### src/sv/blp_pkg.sv
// Shared types and constants for the billboard label projection block.
`default_nettype none
package blp_pkg;

    localparam int IN_DATA_W   = 248;
    localparam int IN_USER_W   = 1;
    localparam int OUT_DATA_W  = 80;
    localparam int OUT_USER_W  = 3;
    localparam int CFG_IDX_W   = 3;
    localparam int CFG_DATA_W  = 32;

    localparam int ICON_COUNT_DEF  = 32;
    localparam int QUEUE_DEPTH_DEF = 4;

    // Quotient bits produced by every divider pipeline.
    localparam int DIV_Q_W = 14;

    localparam logic [CFG_IDX_W-1:0] REG_PLATES_ENABLED   = 3'd0;
    localparam logic [CFG_IDX_W-1:0] REG_FACE_ICONS_READY = 3'd1;
    localparam logic [CFG_IDX_W-1:0] REG_HIDE_DISTANCE_SQ = 3'd2;
    localparam logic [CFG_IDX_W-1:0] REG_NEAR_DISTANCE_SQ = 3'd3;
    localparam logic [CFG_IDX_W-1:0] REG_FAR_DISTANCE_SQ  = 3'd4;
    localparam logic [CFG_IDX_W-1:0] REG_MIN_SCALE        = 3'd5;
    localparam logic [CFG_IDX_W-1:0] REG_MAX_SCALE        = 3'd6;

    localparam logic [31:0] HIDE_DISTANCE_SQ_RST = 32'd1690000;
    localparam logic [31:0] NEAR_DISTANCE_SQ_RST = 32'd160000;
    localparam logic [31:0] FAR_DISTANCE_SQ_RST  = 32'd1000000;
    localparam logic [8:0]  MIN_SCALE_RST        = 9'd115;
    localparam logic [8:0]  MAX_SCALE_RST        = 9'd294;

    localparam logic [22:0] MIN_CAM_DISTANCE = 23'd256;
    localparam logic signed [25:0] HEAD_HEIGHT = 26'sd14080;

    localparam logic signed [15:0] CENTRE_X_Q4 = 16'sd15360;
    localparam logic signed [15:0] CENTRE_Y_Q4 = 16'sd8640;
    localparam logic [14:0] LEFT_MAX_Q4 = 15'd29440;
    localparam logic [14:0] LEFT_MIN_Q4 = 15'd1280;
    localparam logic [13:0] TOP_MIN_Q4  = 14'd960;
    localparam logic [13:0] TOP_MAX_Q4  = 14'd15680;

    typedef struct packed {
        logic        plates_enabled;
        logic        face_icons_ready;
        logic [31:0] hide_distance_sq;
        logic [31:0] near_distance_sq;
        logic [31:0] far_distance_sq;
        logic [8:0]  min_scale;
        logic [8:0]  max_scale;
    } cfg_t;

    // One classified label request, as held in the queue.
    typedef struct packed {
        logic               en;
        logic signed [24:0] dx;
        logic signed [24:0] dy;
        logic signed [24:0] dz;
        logic signed [25:0] rx;
        logic signed [25:0] ry;
        logic signed [25:0] rz;
        logic signed [23:0] cx;
        logic signed [23:0] cz;
        logic [22:0]        r;
        logic               icon_valid;
        logic [7:0]         icon_index;
        logic               opponent;
    } item_t;

endpackage
`default_nettype wire

### src/sv/blp_queue.sv
// Short queue of classified label requests between front and back.
`default_nettype none
module blp_queue #(
    parameter int DEPTH = blp_pkg::QUEUE_DEPTH_DEF
) (
    input  wire logic          clk,
    input  wire logic          rst_n,
    input  wire logic          push,
    input  wire blp_pkg::item_t push_item,
    output logic               full,
    input  wire logic          pop,
    output logic               head_valid,
    output blp_pkg::item_t     head_item
);
    import blp_pkg::*;

    localparam int PTR_W = $clog2(DEPTH);
    localparam int CNT_W = $clog2(DEPTH + 1);

    item_t              slot_reg [DEPTH];
    logic [PTR_W-1:0]   wr_ptr_reg;
    logic [PTR_W-1:0]   rd_ptr_reg;
    logic [CNT_W-1:0]   count_reg;

    assign full       = (count_reg == CNT_W'(DEPTH));
    assign head_valid = (count_reg != '0);
    assign head_item  = slot_reg[rd_ptr_reg];

    always_ff @(posedge clk)
    begin
        if (push)
        begin
            slot_reg[wr_ptr_reg] <= push_item;
        end
    end

    always_ff @(posedge clk or negedge rst_n)
    begin
        if (!rst_n)
        begin
            wr_ptr_reg <= '0;
            rd_ptr_reg <= '0;
            count_reg  <= '0;
        end
        else
        begin
            if (push)
            begin
                wr_ptr_reg <= (wr_ptr_reg == PTR_W'(DEPTH - 1)) ? '0 : wr_ptr_reg + 1'b1;
            end
            if (pop)
            begin
                rd_ptr_reg <= (rd_ptr_reg == PTR_W'(DEPTH - 1)) ? '0 : rd_ptr_reg + 1'b1;
            end
            if (push && !pop)
            begin
                count_reg <= count_reg + 1'b1;
            end
            else if (pop && !push)
            begin
                count_reg <= count_reg - 1'b1;
            end
        end
    end

endmodule
`default_nettype wire

### config.mk
export PLATFORM = sky130hd
export DESIGN_NAME = blp_queue
export DESIGN_NICKNAME = d
export VERILOG_FILES = /design/src/sv/blp_pkg.sv /design/src/sv/blp_queue.sv
export SDC_FILE = /design/constraint.sdc
export NUM_CORES = 1
export LEC_CHECK = 0
export BUFFER_PORTS_ARGS = -buffer_cell sky130_fd_sc_hd__buf_2
export CAP_MARGIN = 20
export CORE_MARGIN = 2
export CORE_UTILIZATION = 46
export DETAILED_ROUTE_END_ITERATION = 8
export PLACE_DENSITY = 0.69
export SYNTH_ARGS = -nofsm -noshare
export SYNTH_HDL_FRONTEND = slang
export SYNTH_SLANG_ARGS = --single-unit
### constraint.sdc
create_clock -name clk -period 13.15 [get_ports clk]
set_input_delay 2.63 -clock clk [delete_from_list [all_inputs] [get_ports clk]]
set_output_delay 2.63 -clock clk [all_outputs]
set_load 0.05 [all_outputs]
==> metrics.md <==
| Metric | Value |
|---|---|
| Global-route wire length before repair | `just over 100000 µm` |
| Area contributors post-synth | `edfxtp_1 (82%), mux4_2 (15%), buf_12 (1.3%), dfrtp_1 (0.51%), buf_2 (0.30%)` |
| Switching Share | `37.9%` |
| Critical Path End Type | `primary output` |
| Final GP Congestion | `0.757` |
| Sw Pwr | `4020 µW` |
| Min Clock Period, post-route | `6.89 ns` |
| Worst-path clk slew | `0.06 ns` |
| Relative slew slack | `27.4%` |
| RSZ-0062 raised after global routing | `no` |
| Netlist cell types | `21` |
| Synth Flop Type | `edfxtp_1` |
| Post-CTS Hold Buffers | `0` |
| Avg Cell Area, Syn | `27.3 µm²` |
| Compound-Gate Fraction of Synth Area | `less than 1%` |
| Routed Wire Length | `67500 µm` |
| DIE HEIGHT | `278 µm` |
| Post-CTS setup buffers | `0` |
| PortBufs | `roughly 480` |
| Slew Viols, Final | `0` |
| Required time worst endpoint | `~11 ns` |
| Drt pass-1 iters | `5` |
| Antenna viol nets, final | `0` |
| Clk buf depth | `3` |
| Worst endpoint data arrival time | `4.26 ns` |
| Flop and latch count out of synthesis | `947` |
| CTS Root Cell | `clkbuf_16` |
| Pwr/cell area | `roughly 260 nW/µm²` |
| Setup_tns | `0 ns` |
| CTS resizes | `0` |
| Starting density of the core | `46.4%` |
| Ports | `476` |
| Period utilisation layout | `a little over half` |
| HPWL after DPL | `40300 µm` |
| Deepest level of the CTS H-tree | `3` |
| Worst VDD drop | `0.179 mV` |
| CTS tree | `done` |
| Fin. Hold Viols | `0` |
| Slew @ Worst Pin | `about 1.1 ns` |
| Clk sinks | `947` |
| Crit-path slowest cell | `dfrtp_4` |
| # rows | `100` |
| CP most frequent cell | `buf_4` |
| Overall routing resource usage | `17.3%` |
| Core area | `approximately 74000 µm²` |
| Max Clk Rate | `0.145 GHz` |
| Max reg flops | `940` |
| Final global-route overflow total | `0` |
| Total CTS buffers | `97` |
| Worst min path class | `register to register` |
| CP Launch Type | `register` |
| Die area | `roughly 77000 µm²` |
| WL/cell | `23.6 µm` |
| Ys async rst share | `0.739%` |
| Count leader, synth | `edfxtp_1` |
| XOR/XNOR Fraction of Synth Area | `0.0760%` |
| Mux cell area share after synthesis | `15.4%` |
| Clock latency on the worst-skew pair | `about 0.65 ns` |
| Share of cells above drive strength 1 | `46.4%` |
| Combinational share of power | `36.3%` |
| Vias in the first global route | `16200` |
| Die width | `278 µm` |
| Maxcap violations | `0` |
| DRC Markers | `0` |
| Post-synth top cells | `edfxtp_1 (940), mux4_2 (235), buf_12 (22)` |
| Number of synthesized flops with an enable pin | `940` |
| Pint | `~6600 µW` |
| Reg power frac | `38.2%` |
| Vias/cell | `5.32` |
| Leak | `0.0138 µW` |
| Adder-Cell Fraction of Synth Area | `less than 1%` |
| Seq/Total Area, Yosys | `82.2%` |
| Clk pwr share | `25.5%` |
| Clock skew | `0.0192 ns` |
| DRT iter0 DRCs | `1025` |
| Synth top area share | `81.7%` |
| Main combinational cell family by area after synthesis | `multiplexers` |
| DP Area | `37700 µm²` |
| Syn nets | `1511` |
| Largest area contributor in the netlist | `edfxtp_1` |
| Status | `completed` |
| DR vias | `about 15000` |
| Post-Syn Instances | `1265` |
| Final Cell Area | `40900 µm²` |
| Crit Path Max Fanout | `48` |
| Max stage delay on crit path | `~1.0 ns` |
| Nets@finish | `2049` |
| Worst-path cell chain | `buf_4, buf_4, mux4_2, buf_2` |
| Initial antenna violation count | `21` |
| P&R area growth vs syn | `18.4%` |
| Synthesized area | `34600 µm²` |
| Largest net degree at the start of global routing | `approximately 120` |
| Post-Synth Simple-Gate Area | `0.166%` |
| Yosys warnings | `0` |
| WS Path Type | `register to primary output` |
| Final setup violation count | `0` |
[cell usage in the layout, fill, tap and decap left out, types with 5 or more instances in the layout]
cell type / Yosys / final
buf_2: 21 / 475
buf_4: 1 / 13
bufinv_16: 0 / 10
clkbuf_1: 4 / 22
clkbuf_16: 0 / 99
clkinv_1: 0 / 19
clkinv_2: 0 / 17
dfrtp_1: 7 / 5
diode_2: 0 / 11
edfxtp_1: 940 / 940
ha_1: 6 / 6
mux4_2: 235 / 235
[kinds of logic after synthesis]
family          after synthesis
buf+inv                      57
flops                       947
compound gates                2
xor+xnor                      3
mux                         238
fa+ha+maj                     7
simple gates                 11
[critical path: cells and delay by family, from the launching register on]
kind / cells / cell delay [ns]
buffers and inverters: 3 / 1.82
DFF: 1 / 1.04
muxes: 1 / 0.62
[final cells by class]
| class | instances | area, µm² |
|---|---|---|
| clock inverter | 58 | 633 |
| inverter | 4 | 15.0 |
| fill | 5523 | 33500 |
| sequential | 947 | 28400 |
| tap | 969 | 1210 |
| antenna | 11 | 27.5 |
| timing repair buffer | 492 | 2560 |
| clock buffer | 121 | 2560 |
| multi-input combinational | 261 | 5530 |
[layer usage]
layer | GRT usage, % | wire length, µm | up-vias
li1 | - | - | 6621
met4 | 6.14 | 1650 | 20
met3 | 5.19 | 5050 | 118
met2 | 28.7 | 34700 | 501
met1 | 21.8 | 26000 | 7974
met5 | 0 | 115 | -
[through the flow]
stage	hold WS (ns)	worst slack, ns	instances	power (µW)	util (%)
floorplan	0.449	4.58	1265	7350	-
global placement	0.466	6.78	2672	7980	50.6
detailed placement	0.495	6.75	2673	8020	50.7
CTS	0.518	6.05	2852	10700	55.0
global route	0.520	5.80	2862	11000	55.0
finish	0.507	6.26	2863	10600	55.0
[power by group through the flow]
stage | logic [µW] | registers, µW | clock network, µW
6_report | 3840 | 4040 | 2700
3_5_place_dp | 3910 | 4110 | 0
2_1_floorplan | 3230 | 4120 | 0
4_1_cts | 3920 | 4050 | 2770
3_3_place_gp | 3900 | 4080 | 0
5_1_grt | 4020 | 4080 | 2890
[path summary, 6_finish.rpt]
path	cells after the start	start	to	slack, ns
max	4	rd_ptr_reg[0]	head_item[88]	6.26
min	1	count_reg[2]	count_reg[2]	0.51
max reg2reg	5	wr_ptr_reg[1]	slot_reg[1][72]	9.56
min reg2reg	1	count_reg[2]	count_reg[2]	0.51
max in group asynchronous	1	rst_n	rd_ptr_reg[1]	11.14
min in group asynchronous	1	rst_n	rd_ptr_reg[0]	1.83
Note: power is estimated with default switching activity, not from simulation.
