<file path="src/sv/blp_pkg.sv">
// Shared types and constants for the billboard label projection block.
`default_nettype none
package blp_pkg;

    localparam int IN_DATA_W   = 248;
    localparam int IN_USER_W   = 1;
    localparam int OUT_DATA_W  = 80;
    localparam int OUT_USER_W  = 3;
    localparam int CFG_IDX_W   = 3;
    localparam int CFG_DATA_W  = 32;

    localparam int ICON_COUNT_DEF  = 32;
    localparam int QUEUE_DEPTH_DEF = 4;

    // Quotient bits produced by every divider pipeline.
    localparam int DIV_Q_W = 14;

    localparam logic [CFG_IDX_W-1:0] REG_PLATES_ENABLED   = 3'd0;
    localparam logic [CFG_IDX_W-1:0] REG_FACE_ICONS_READY = 3'd1;
    localparam logic [CFG_IDX_W-1:0] REG_HIDE_DISTANCE_SQ = 3'd2;
    localparam logic [CFG_IDX_W-1:0] REG_NEAR_DISTANCE_SQ = 3'd3;
    localparam logic [CFG_IDX_W-1:0] REG_FAR_DISTANCE_SQ  = 3'd4;
    localparam logic [CFG_IDX_W-1:0] REG_MIN_SCALE        = 3'd5;
    localparam logic [CFG_IDX_W-1:0] REG_MAX_SCALE        = 3'd6;

    localparam logic [31:0] HIDE_DISTANCE_SQ_RST = 32'd1690000;
    localparam logic [31:0] NEAR_DISTANCE_SQ_RST = 32'd160000;
    localparam logic [31:0] FAR_DISTANCE_SQ_RST  = 32'd1000000;
    localparam logic [8:0]  MIN_SCALE_RST        = 9'd115;
    localparam logic [8:0]  MAX_SCALE_RST        = 9'd294;

    localparam logic [22:0] MIN_CAM_DISTANCE = 23'd256;
    localparam logic signed [25:0] HEAD_HEIGHT = 26'sd14080;

    localparam logic signed [15:0] CENTRE_X_Q4 = 16'sd15360;
    localparam logic signed [15:0] CENTRE_Y_Q4 = 16'sd8640;
    localparam logic [14:0] LEFT_MAX_Q4 = 15'd29440;
    localparam logic [14:0] LEFT_MIN_Q4 = 15'd1280;
    localparam logic [13:0] TOP_MIN_Q4  = 14'd960;
    localparam logic [13:0] TOP_MAX_Q4  = 14'd15680;

    typedef struct packed {
        logic        plates_enabled;
        logic        face_icons_ready;
        logic [31:0] hide_distance_sq;
        logic [31:0] near_distance_sq;
        logic [31:0] far_distance_sq;
        logic [8:0]  min_scale;
        logic [8:0]  max_scale;
    } cfg_t;

    // One classified label request, as held in the queue.
    typedef struct packed {
        logic               en;
        logic signed [24:0] dx;
        logic signed [24:0] dy;
        logic signed [24:0] dz;
        logic signed [25:0] rx;
        logic signed [25:0] ry;
        logic signed [25:0] rz;
        logic signed [23:0] cx;
        logic signed [23:0] cz;
        logic [22:0]        r;
        logic               icon_valid;
        logic [7:0]         icon_index;
        logic               opponent;
    } item_t;

endpackage
`default_nettype wire

</file>
<file path="src/sv/blp_front.sv">
// Front end: accepts input beats, forms differences and classifies the request.
`default_nettype none
module blp_front #(
    parameter int ICON_COUNT = blp_pkg::ICON_COUNT_DEF
) (
    input  wire logic                          s_tvalid,
    output logic                               s_tready,
    input  wire logic [blp_pkg::IN_DATA_W-1:0] s_tdata,
    input  wire logic [blp_pkg::IN_USER_W-1:0] s_tuser,
    input  wire blp_pkg::cfg_t                 cfg,
    input  wire logic                          queue_full,
    output logic                               push,
    output blp_pkg::item_t                     item
);
    import blp_pkg::*;

    logic signed [23:0] target_x, target_y, target_z;
    logic signed [23:0] viewer_x, viewer_y, viewer_z;
    logic signed [23:0] cam_offset_x, cam_offset_y, cam_offset_z;
    logic [22:0]        cam_distance;
    logic signed [7:0]  character_id;
    logic               teammate;

    assign target_x     = s_tdata[23:0];
    assign target_y     = s_tdata[47:24];
    assign target_z     = s_tdata[71:48];
    assign viewer_x     = s_tdata[95:72];
    assign viewer_y     = s_tdata[119:96];
    assign viewer_z     = s_tdata[143:120];
    assign cam_offset_x = s_tdata[167:144];
    assign cam_offset_y = s_tdata[191:168];
    assign cam_offset_z = s_tdata[215:192];
    assign cam_distance = s_tdata[238:216];
    assign character_id = s_tdata[246:239];
    assign teammate     = s_tuser[0];

    assign s_tready = !queue_full;
    assign push     = s_tvalid && !queue_full;

    always_comb
    begin
        item.en = cfg.plates_enabled;
        item.dx = 25'(target_x) - 25'(viewer_x);
        item.dy = 25'(target_y) - 25'(viewer_y);
        item.dz = 25'(target_z) - 25'(viewer_z);
        item.rx = 26'(target_x) - 26'(viewer_x) - 26'(cam_offset_x);
        item.ry = 26'(target_y) + HEAD_HEIGHT - 26'(viewer_y) - 26'(cam_offset_y);
        item.rz = 26'(target_z) - 26'(viewer_z) - 26'(cam_offset_z);
        item.cx = cam_offset_x;
        item.cz = cam_offset_z;
        item.r  = (cam_distance < MIN_CAM_DISTANCE) ? MIN_CAM_DISTANCE : cam_distance;
        item.icon_valid = cfg.face_icons_ready && !character_id[7]
                          && ({1'b0, character_id} < 9'(ICON_COUNT));
        item.icon_index = item.icon_valid ? character_id : 8'd0;
        item.opponent   = !teammate;
    end

endmodule
`default_nettype wire

</file>
<file path="config.mk">
export PLATFORM = sky130hd
export DESIGN_NAME = blp_front
export DESIGN_NICKNAME = d
export VERILOG_FILES = /design/src/sv/blp_pkg.sv /design/src/sv/blp_front.sv
export SDC_FILE = /design/constraint.sdc
export NUM_CORES = 1
export LEC_CHECK = 0
export BUFFER_PORTS_ARGS = -buffer_cell sky130_fd_sc_hd__buf_2
export CORE_AREA = 5 5 232 234
export DETAILED_ROUTE_END_ITERATION = 8
export DIE_AREA = 0 0 237 239
export GPL_ROUTABILITY_DRIVEN = 0
export SYNTH_ARGS = -nofsm -noshare
export SYNTH_HDL_FRONTEND = slang
export SYNTH_SLANG_ARGS = --single-unit
</file>
<file path="constraint.sdc">
create_clock -name vclk -period 6.58
set_input_delay 0 -clock vclk [all_inputs]
set_output_delay 0 -clock vclk [all_outputs]
set_load 0.01 [all_outputs]
</file>
==> results of run 1 <==
## how the worst min path moves through the flow
stage | from | endpoint
global route | cfg[115] | item[234]
CTS | cfg[115] | item[234]
floorplan | s_tuser | item[0]
global placement | cfg[115] | item[234]
finish | cfg[115] | item[234]
detailed placement | cfg[115] | item[234]
## synthesized netlist by cell type, drive strengths merged (10+ instances only)
| master | count |
|---|---|
| ha | 173 |
| a31oi | 14 |
| nand3 | 17 |
| xnor2 | 78 |
| and2 | 16 |
| clkbuf | 22 |
| nand2 | 67 |
| and3 | 11 |
| nor3 | 16 |
| o21ai | 80 |
| buf | 53 |
| nand4 | 12 |
| nor2 | 81 |
| fa | 76 |
| inv | 227 |
| o21bai | 11 |
| nand2b | 14 |
| a211oi | 10 |
| xor2 | 40 |
| a21oi | 111 |
| o21a | 14 |
| a21o | 75 |
| a21boi | 12 |
| nor2b | 18 |
| o211ai | 14 |
## area by class of cell
type	count	area, um2
fill	5821	39100
multi-input combinational	1021	8560
inverter	227	852
tap	688	861
timing repair buffer	484	2420
## per-layer routing
layer  GRT usage  vias to the layer above
li1            -                     5274
met1       0.154                     4694
met2       0.177                      332
met3      0.0156                       11
met4     0.00385                        2
met5           0                        -
## layout by cell type, fill, tap and decap left out, types with 37 or more instances in the layout
| master | synthesis | final |
|---|---|---|
| xnor2_1 | 78 | 78 |
| a21o_1 | 75 | 75 |
| buf_2 | 0 | 484 |
| o21ai_0 | 37 | 37 |
| ha_1 | 173 | 173 |
| fa_1 | 76 | 76 |
| a21oi_1 | 108 | 108 |
| o21ai_1 | 40 | 40 |
| inv_1 | 225 | 225 |
| xor2_1 | 40 | 40 |
| nand2_1 | 67 | 67 |
| nor2_1 | 81 | 81 |
## where the power goes
group	internal [uW]	total, uW	leakage, uW	switching [uW]
Clock	0	0	0	0
Combinational	909	2140	0.00707	1230
Sequential	0	0	0	0
Total	909	2140	0.00707	1230
## cell families (layout without fill, tap and decap cells)
| kind of cell | after synthesis | in the layout |
|---|---|---|
| AO/OA/AOI/OAI | 380 | 380 |
| buffers and inverters | 302 | 711 |
| AND/OR/NAND/NOR | 271 | 271 |
| adder cells (fa/ha/maj) | 249 | 249 |
| XOR/XNOR | 118 | 118 |
| other | 1 | 3 |
## stage by stage
| step | setup WS (ns) | total power, uW | util | std cells | hold WS (ns) |
|---|---|---|---|---|---|
| finish | 3.07 | 2140 | 0.245 | 2420 | 0.00000373 |
| floorplan | 3.64 | 1390 | - | 1323 | 0.0435 |
| detailed placement | 3.06 | 2150 | 0.245 | 2420 | 0.000119 |
| global placement | 3.07 | 2150 | 0.245 | 2420 | 0.000119 |
| global route | 2.79 | 2370 | 0.245 | 2420 | 0.0000206 |
| CTS | 3.04 | 2160 | 0.245 | 2420 | 0.000119 |
==> out/metrics.yaml, run 1 <==
status:
  status: "finished, final reports clean"
setup_path:
  cp.arrival_ns: 3.51
  startpoint_type: "primary input"
  worstSetupPathType: "in2out"
  cp.required_ns: 6.58
  critPathMaxStageDelay_ns: 0.52
  crit_start: "s_tdata[26]"
  critPathBufInv: 4
  cpMaxStageDelayCell: "fa_1"
  cp_top_family: "compound AO/OA/AOI/OAI gates"
  worstSetupPathDepth: 17
  crit_fanout: 3
  endpoint_kind: "output pin"
  worstSetupEndpoint: "item[131]"
  worst_path_most_repeated_cell: "a21oi_1"
  path_cells: "buf_2, inv_1, fa_1, inv_1, ha_1, ha_1, fa_1, a21o_1, a21o_1, a21oi_1, o21ai_1, a31oi_1, a21oi_1, a21oi_1, o21bai_1, xor2_1, buf_2"
detailed_routing:
  firstDrtPassIters: 6
  vias: 10300
  ant_nets: 0
  wl_met2_mm: 15.6
  wl_met3_mm: 2.25
  drt-total-wl_mm: 33.3
  drc_errors: 0
  route.detailed.vias_per_inst: 4.26
  drt_iter0_markers: 490
  wl_per_cell_um: 13.8
  highest_layer: "met5"
  wl_met1_mm: 15.3
timing:
  hold_viol: 0
  rsz0062_at_grt: "false"
  period_share: 0.533
  tns_ns: 0
  fmax_mhz: 285
  setup_violations: 0
  slew_violations: 0
  worst_slew_pin_slew_ns: 1.22
  slew_headroom: 0.175
  min_period_ns: 3.51
synth:
  synth-simple-area-share: 0.132
  yosysUniqueCellTypes: 68
  synth_area_leader_cell: "ha_1"
  synth_xor_area_frac: 0.105
  syn_area_um2: 9880
  synth_compound_area_frac: 0.255
  synth_fa_ha_area_frac: 0.373
  post_synth_mux_area_share: 0
  yosys_warnings: 0
  synthCells: 1321
  synth_top_family_by_area: "adder cells"
  synth_top_area_share: 0.219
  yosysSeqAreaShare: 0
  synth_area_per_cell_um2: 7.48
  synth_area_leaders: "ha_1 (22%), fa_1 (15%), inv_1 (8.5%)"
die:
  fp.dieW_um: 237
  initial_core_util: 0.191
  rows: 84
  core-area_um2: 51800
  dieArea_um2: 56600
  dieHeight_um: 239
  pin_count: 604
clock_tree:
  cts-resized-gates: 0
  post_cts_buffers: 0
  ctsHoldBuffers: 0
global_routing:
  grt_pass1_vias: 9718
  track_usage: 0.106
  overflow: 0
  antenna_found_initial: 2
  grt_max_degree: 10
  grt_first_pass_wirelength_mm: 50.8
placed_design:
  io_buffers: 484
  place_area_um2: 12700
  dp_hpwl_mm: 30.9
final_layout:
  seqCellArea_um2: 0
  layout-drive-gt1-share: 0.294
  area.growth.synth_to_final_pct: 28.5
  fin_nets: 2350
  seq_cells: 0
  antenna-diode-count: 0
  clock_buffers: 0
  final_cell_area_um2: 12700
power:
  ir_drop_mv: 0.0638
  p_leak_uw: 0.00707
  power_density_nw_per_um2: 168
min_path:
  holdCritPathClass: "in2out"
  holdPathStages: 0
flow_run:
  cap_violations: 0
No activity file was read; power rests on OpenSTA's default activity.
==> run 2: changes to the inputs <==
CORE_AREA = 5 5 235 237   (was 5 5 232 234)
DIE_AREA = 0 0 240 242   (was 0 0 237 239)
clock period = 3.27 ns   (was 6.58 ns; I/O delays follow)
==> run 2 against run 1 <==
- flip-flop and latch count did not move
- global-route usage fell by 0.29 points
- setup slack got worse by 2.9 ns
- non-clock buffer count grew 19
- via count is 0.49% higher
- largest cell class unchanged
- combinational power increased by 110%
- final cell count up 1.2%
- routed wire length is 1.8% lower
- hold slack about the same
- core utilization down 0.054 points
==> out/metrics.yaml, run 2 (same netlist as run 1, synthesis figures left out) <==
timing:
  worst_slew_pin_slew_ns: 0.642
  hold_viol: 0
  fmax_mhz: 323
  slew_headroom: 0.566
  tns_ns: 0
  slew_violations: 0
  period_share: 0.948
  setup_violations: 0
  finalWorstSetupSlack_ns: 0.169
  rsz0062_at_grt: "false"
  min_period_ns: 3.10
global_routing:
  grt_pass1_vias: 10100
  use_met2: 0.179
  antenna_found_initial: 3
  top_usage_layer: "met2"
  grt_first_pass_wirelength_mm: 51.3
  track_usage: 0.103
  grt_max_degree: 10
  globalRouteMet3Util: 0.0125
  met1_usage: 0.142
  overflow: 0
setup_path:
  path_cells: "buf_2, inv_1, fa_1, inv_1, ha_4, ha_1, a21oi_2, o211ai_1, o41ai_2, a211oi_1, buf_4, o21ai_4, a21oi_2, a31o_1, a21oi_2, xor2_1, buf_2"
  cp_top_family: "compound AO/OA/AOI/OAI gates"
  crit_fanout: 2
  worstSetupPathType: "in2out"
  worst_path_most_repeated_cell: "a21oi_2"
  critPathMaxStageDelay_ns: 0.53
  cp.required_ns: 3.27
  endpoint_kind: "output pin"
  startpoint_type: "primary input"
  cp.arrival_ns: 3.10
  critPathBufInv: 5
  cpMaxStageDelayCell: "fa_1"
final_layout:
  final_cell_mix: "buf_2 (483), inv_1 (225), ha_1 (168)"
  final_cell_area_um2: 13000
  layout-drive-gt1-share: 0.312
  nFillCells: 6021
  seq_cells: 0
  fin_nets: 2369
  clock_buffers: 0
  area.growth.synth_to_final_pct: 31.3
  layout_commonest_cell: "buf_2"
  seqCellArea_um2: 0
detailed_routing:
  wl_per_cell_um: 13.4
  route.detailed.vias_per_inst: 4.23
  drc_errors: 0
  drt_iter0_markers: 395
  ant_nets: 0
  vias: 10400
  drt-total-wl_mm: 32.7
  firstDrtPassIters: 5
status:
  status: "finished, final reports clean"
min_path:
  holdCritPathClass: "in2out"
power:
  power_density_nw_per_um2: 346
  p_leak_uw: 0.00717
  ir_drop_mv: 0.165
die:
  dieHeight_um: 242
  core-area_um2: 53100
  rows: 85
  pin_count: 604
  initial_core_util: 0.186
  fp.dieW_um: 240
  dieArea_um2: 58100
placed_design:
  place_area_um2: 12800
  dp_hpwl_mm: 30.3
  io_buffers: 484
  pre_cts_slack_ns: -0.211
clock_tree:
  ctsHoldBuffers: 0
flow_run:
  cap_violations: 0
## run 2: cell types whose count changed in the layout (fill, tap and decap cells not counted), sizes merged
| cell | before | now |
|---|---|---|
| buf | 484 | 503 |
| diode | 0 | 2 |
## run 2: metal layers
metal	wire length, um	share of wire	up-vias
met2	15500	0.47	313
met3	1930	0.059	27
met5	13	0.00040	-
met1	14900	0.45	4699
li1	-	-	5323
met4	431	0.013	2
## run 2: report_power, final
group / total [uW] / switching (uW) / internal [uW]
sequential: 0 / 0 / 0
clock: 0.0000821 / 0 / 0.0000821
combinational: 4500 / 2550 / 1950
total: 4500 / 2550 / 1950
## run 2: path summary, 6_finish.rpt
kind                    start        end  slack, ns  cells past startpoint
hold / removal       cfg[115]  item[234]    0.00002                      0
setup / recovery  s_tdata[27]  item[132]       0.17                     17
## run 2: layout make-up
| class | count | area [um2] | share of cell area |
|---|---|---|---|
| Multi-Input combinational cell | 1021 | 8680 | 0.669 |
| Timing Repair Buffer | 503 | 2570 | 0.198 |
| Tap cell | 696 | 871 | 0.0671 |
| Inverter | 227 | 852 | 0.0657 |
| Antenna cell | 2 | 5.00 | 0.000386 |
## run 2: repair_timing
item | CTS | global route
setup buffers | 0 | 2
setup endpoints to repair | 6 | 9
pin swaps | 4 | 11
resized for setup | 9 | 12
## run 2: through the flow
step | instances | util | total power [uW] | hold WS, ns
after floorplan | 1323 | - | 2790 | 0.0435
after global placement | 2445 | 0.242 | 4440 | 0.0000686
after detailed placement | 2445 | 0.242 | 4440 | 0.0000686
after CTS | 2445 | 0.243 | 4500 | 0.0000686
after global routing | 2449 | 0.244 | 5010 | 0.0000666
final | 2449 | 0.244 | 4500 | 0.0000219
==> run 3: changes to the inputs <==
MAX_ROUTING_LAYER = met4   (was unset)
SLEW_MARGIN = 20   (was unset)
==> run 3 against run 2 <==
- maximum frequency grew 0.23%
- combinational power barely moved
- critical path depth is the same
- flip-flop and latch count unchanged
- first-iteration DRC count up 10%
- non-clock buffer count unchanged
- via count about the same
- critical path type unchanged
- largest cell class unchanged
- largest power group unchanged
==> out/metrics.yaml, run 3 (same netlist as run 1, synthesis figures left out) <==
status:
  status: "finished, final reports clean"
die:
  pin_count: 604
  dieArea_um2: 58100
  initial_core_util: 0.186
  rows: 85
  core-area_um2: 53100
  fp.dieW_um: 240
  dieHeight_um: 242
global_routing:
  grt_pass1_vias: 10100
  antenna_found_initial: 3
  track_usage: 0.106
  overflow: 0
  grt_max_degree: 10
  grt_first_pass_wirelength_mm: 51.2
setup_path:
  startpoint_type: "primary input"
  worst_path_most_repeated_cell: "a21oi_2"
  worstSetupPathType: "in2out"
  cp.required_ns: 3.27
  path_cells: "buf_2, inv_1, fa_1, inv_1, ha_4, ha_1, a21oi_2, o211ai_1, o41ai_2, a211oi_1, buf_4, o21ai_4, a21oi_2, a31o_1, a21oi_2, xor2_1, buf_2"
  cp.arrival_ns: 3.09
  cp_top_family: "compound AO/OA/AOI/OAI gates"
  critPathMaxStageDelay_ns: 0.53
  cpMaxStageDelayCell: "fa_1"
  critPathBufInv: 5
  endpoint_kind: "output pin"
  crit_fanout: 2
placed_design:
  io_buffers: 484
  dp_hpwl_mm: 30.3
  pre_cts_slack_ns: -0.211
detailed_routing:
  wl_per_cell_um: 13.4
  drc_errors: 0
  ant_nets: 0
  vias: 10400
  drt_iter0_markers: 436
  firstDrtPassIters: 4
  drt-total-wl_mm: 32.7
  route.detailed.vias_per_inst: 4.23
power:
  power_density_nw_per_um2: 347
  p_sw_uw: 2550
  internal_power_uw: 1950
  ir_drop_mv: 0.166
  pwr-share-comb: 1.000
  fin_total_pwr_uw: 4500
  p_clk_frac: 0
  p_leak_uw: 0.00717
  swShare: 0.567
  seq_power_share: 0
clock_tree:
  ctsHoldBuffers: 0
timing:
  setup_violations: 0
  slew_headroom: 0.566
  timing.hold.ws_ns: 0.0000219
  slew_violations: 0
  rsz0062_at_grt: "false"
  min_period_ns: 3.09
  period_share: 0.946
  fmax_mhz: 323
  worst_slew_pin_slew_ns: 0.642
  hold_viol: 0
  finalWorstSetupSlack_ns: 0.176
final_layout:
  seq_cells: 0
  layout_commonest_cell: "buf_2"
  utilization: 0.245
  layout-drive-gt1-share: 0.312
  final_cell_mix: "buf_2 (483), inv_1 (225), ha_1 (168)"
  area.growth.synth_to_final_pct: 31.3
  seqCellArea_um2: 0
  fin_nets: 2369
  clock_buffers: 0
min_path:
  holdPathEnd: "item[234]"
  holdPathStages: 0
  hp-start: "cfg[115]"
  holdCritPathClass: "in2out"
flow_run:
  cap_violations: 0
-- run 3: cell types whose count changed in the layout (fill, tap and decap cells not counted) --
cell     change
diode_2      +1
-- run 3: what timing repair did --
action,in CTS,in global routing
gates resized for setup,9,12
pin swaps,4,11
setup buffers,0,2
endpoints found under the hold margin,0,0
endpoints found under the setup margin,6,9
-- run 3: how the worst max path moves through the flow --
stage	start	end	slack, ns	cells past startpoint
2_1_floorplan	s_tdata[26]	item[131]	0.33	15
4_1_cts	s_tdata[27]	item[132]	0.002	17
5_1_grt	s_tdata[28]	item[130]	0.003	17
6_report	s_tdata[27]	item[132]	0.18	17
3_3_place_gp	s_tdata[26]	item[131]	-0.18	17
3_5_place_dp	s_tdata[26]	item[131]	-0.21	17
-- run 3: power groups by stage --
stage / clock (uW) / sequential [uW] / combinational (uW)
detailed placement: 0 / 0 / 4440
global placement: 0 / 0 / 4440
global route: 0.000123 / 0 / 5010
floorplan: 0 / 0 / 2790
finish: 0.000123 / 0 / 4500
CTS: 0 / 0 / 4500
-- run 3: layer usage --
metal | vias to the layer above | part of all wire | routed length [um] | global-route usage
met2 | 298 | 0.47 | 15500 | 0.179
met3 | 23 | 0.052 | 1690 | 0.00945
li1 | 5326 | - | - | -
met1 | 4712 | 0.46 | 15200 | 0.144
met4 | 0 | 0.012 | 400 | 0.0125
met5 | - | 0 | 0 | -
-- run 3: cell type report --
class / instances / area, um2
Inverter: 227 / 852
Antenna cell: 3 / 7.51
Timing Repair Buffer: 503 / 2570
Multi-Input combinational cell: 1021 / 8680
Fill cell: 6022 / 40100
Tap cell: 696 / 871
-- run 3: per-stage QoR --
stage	TNS, ns	area, um2	cells
4_1_cts	0	12900	2445
6_report	0	13000	2450
3_5_place_dp	-0.444	12800	2445
2_1_floorplan	0	9890	1323
3_3_place_gp	-0.409	12800	2445
5_1_grt	0	13000	2450
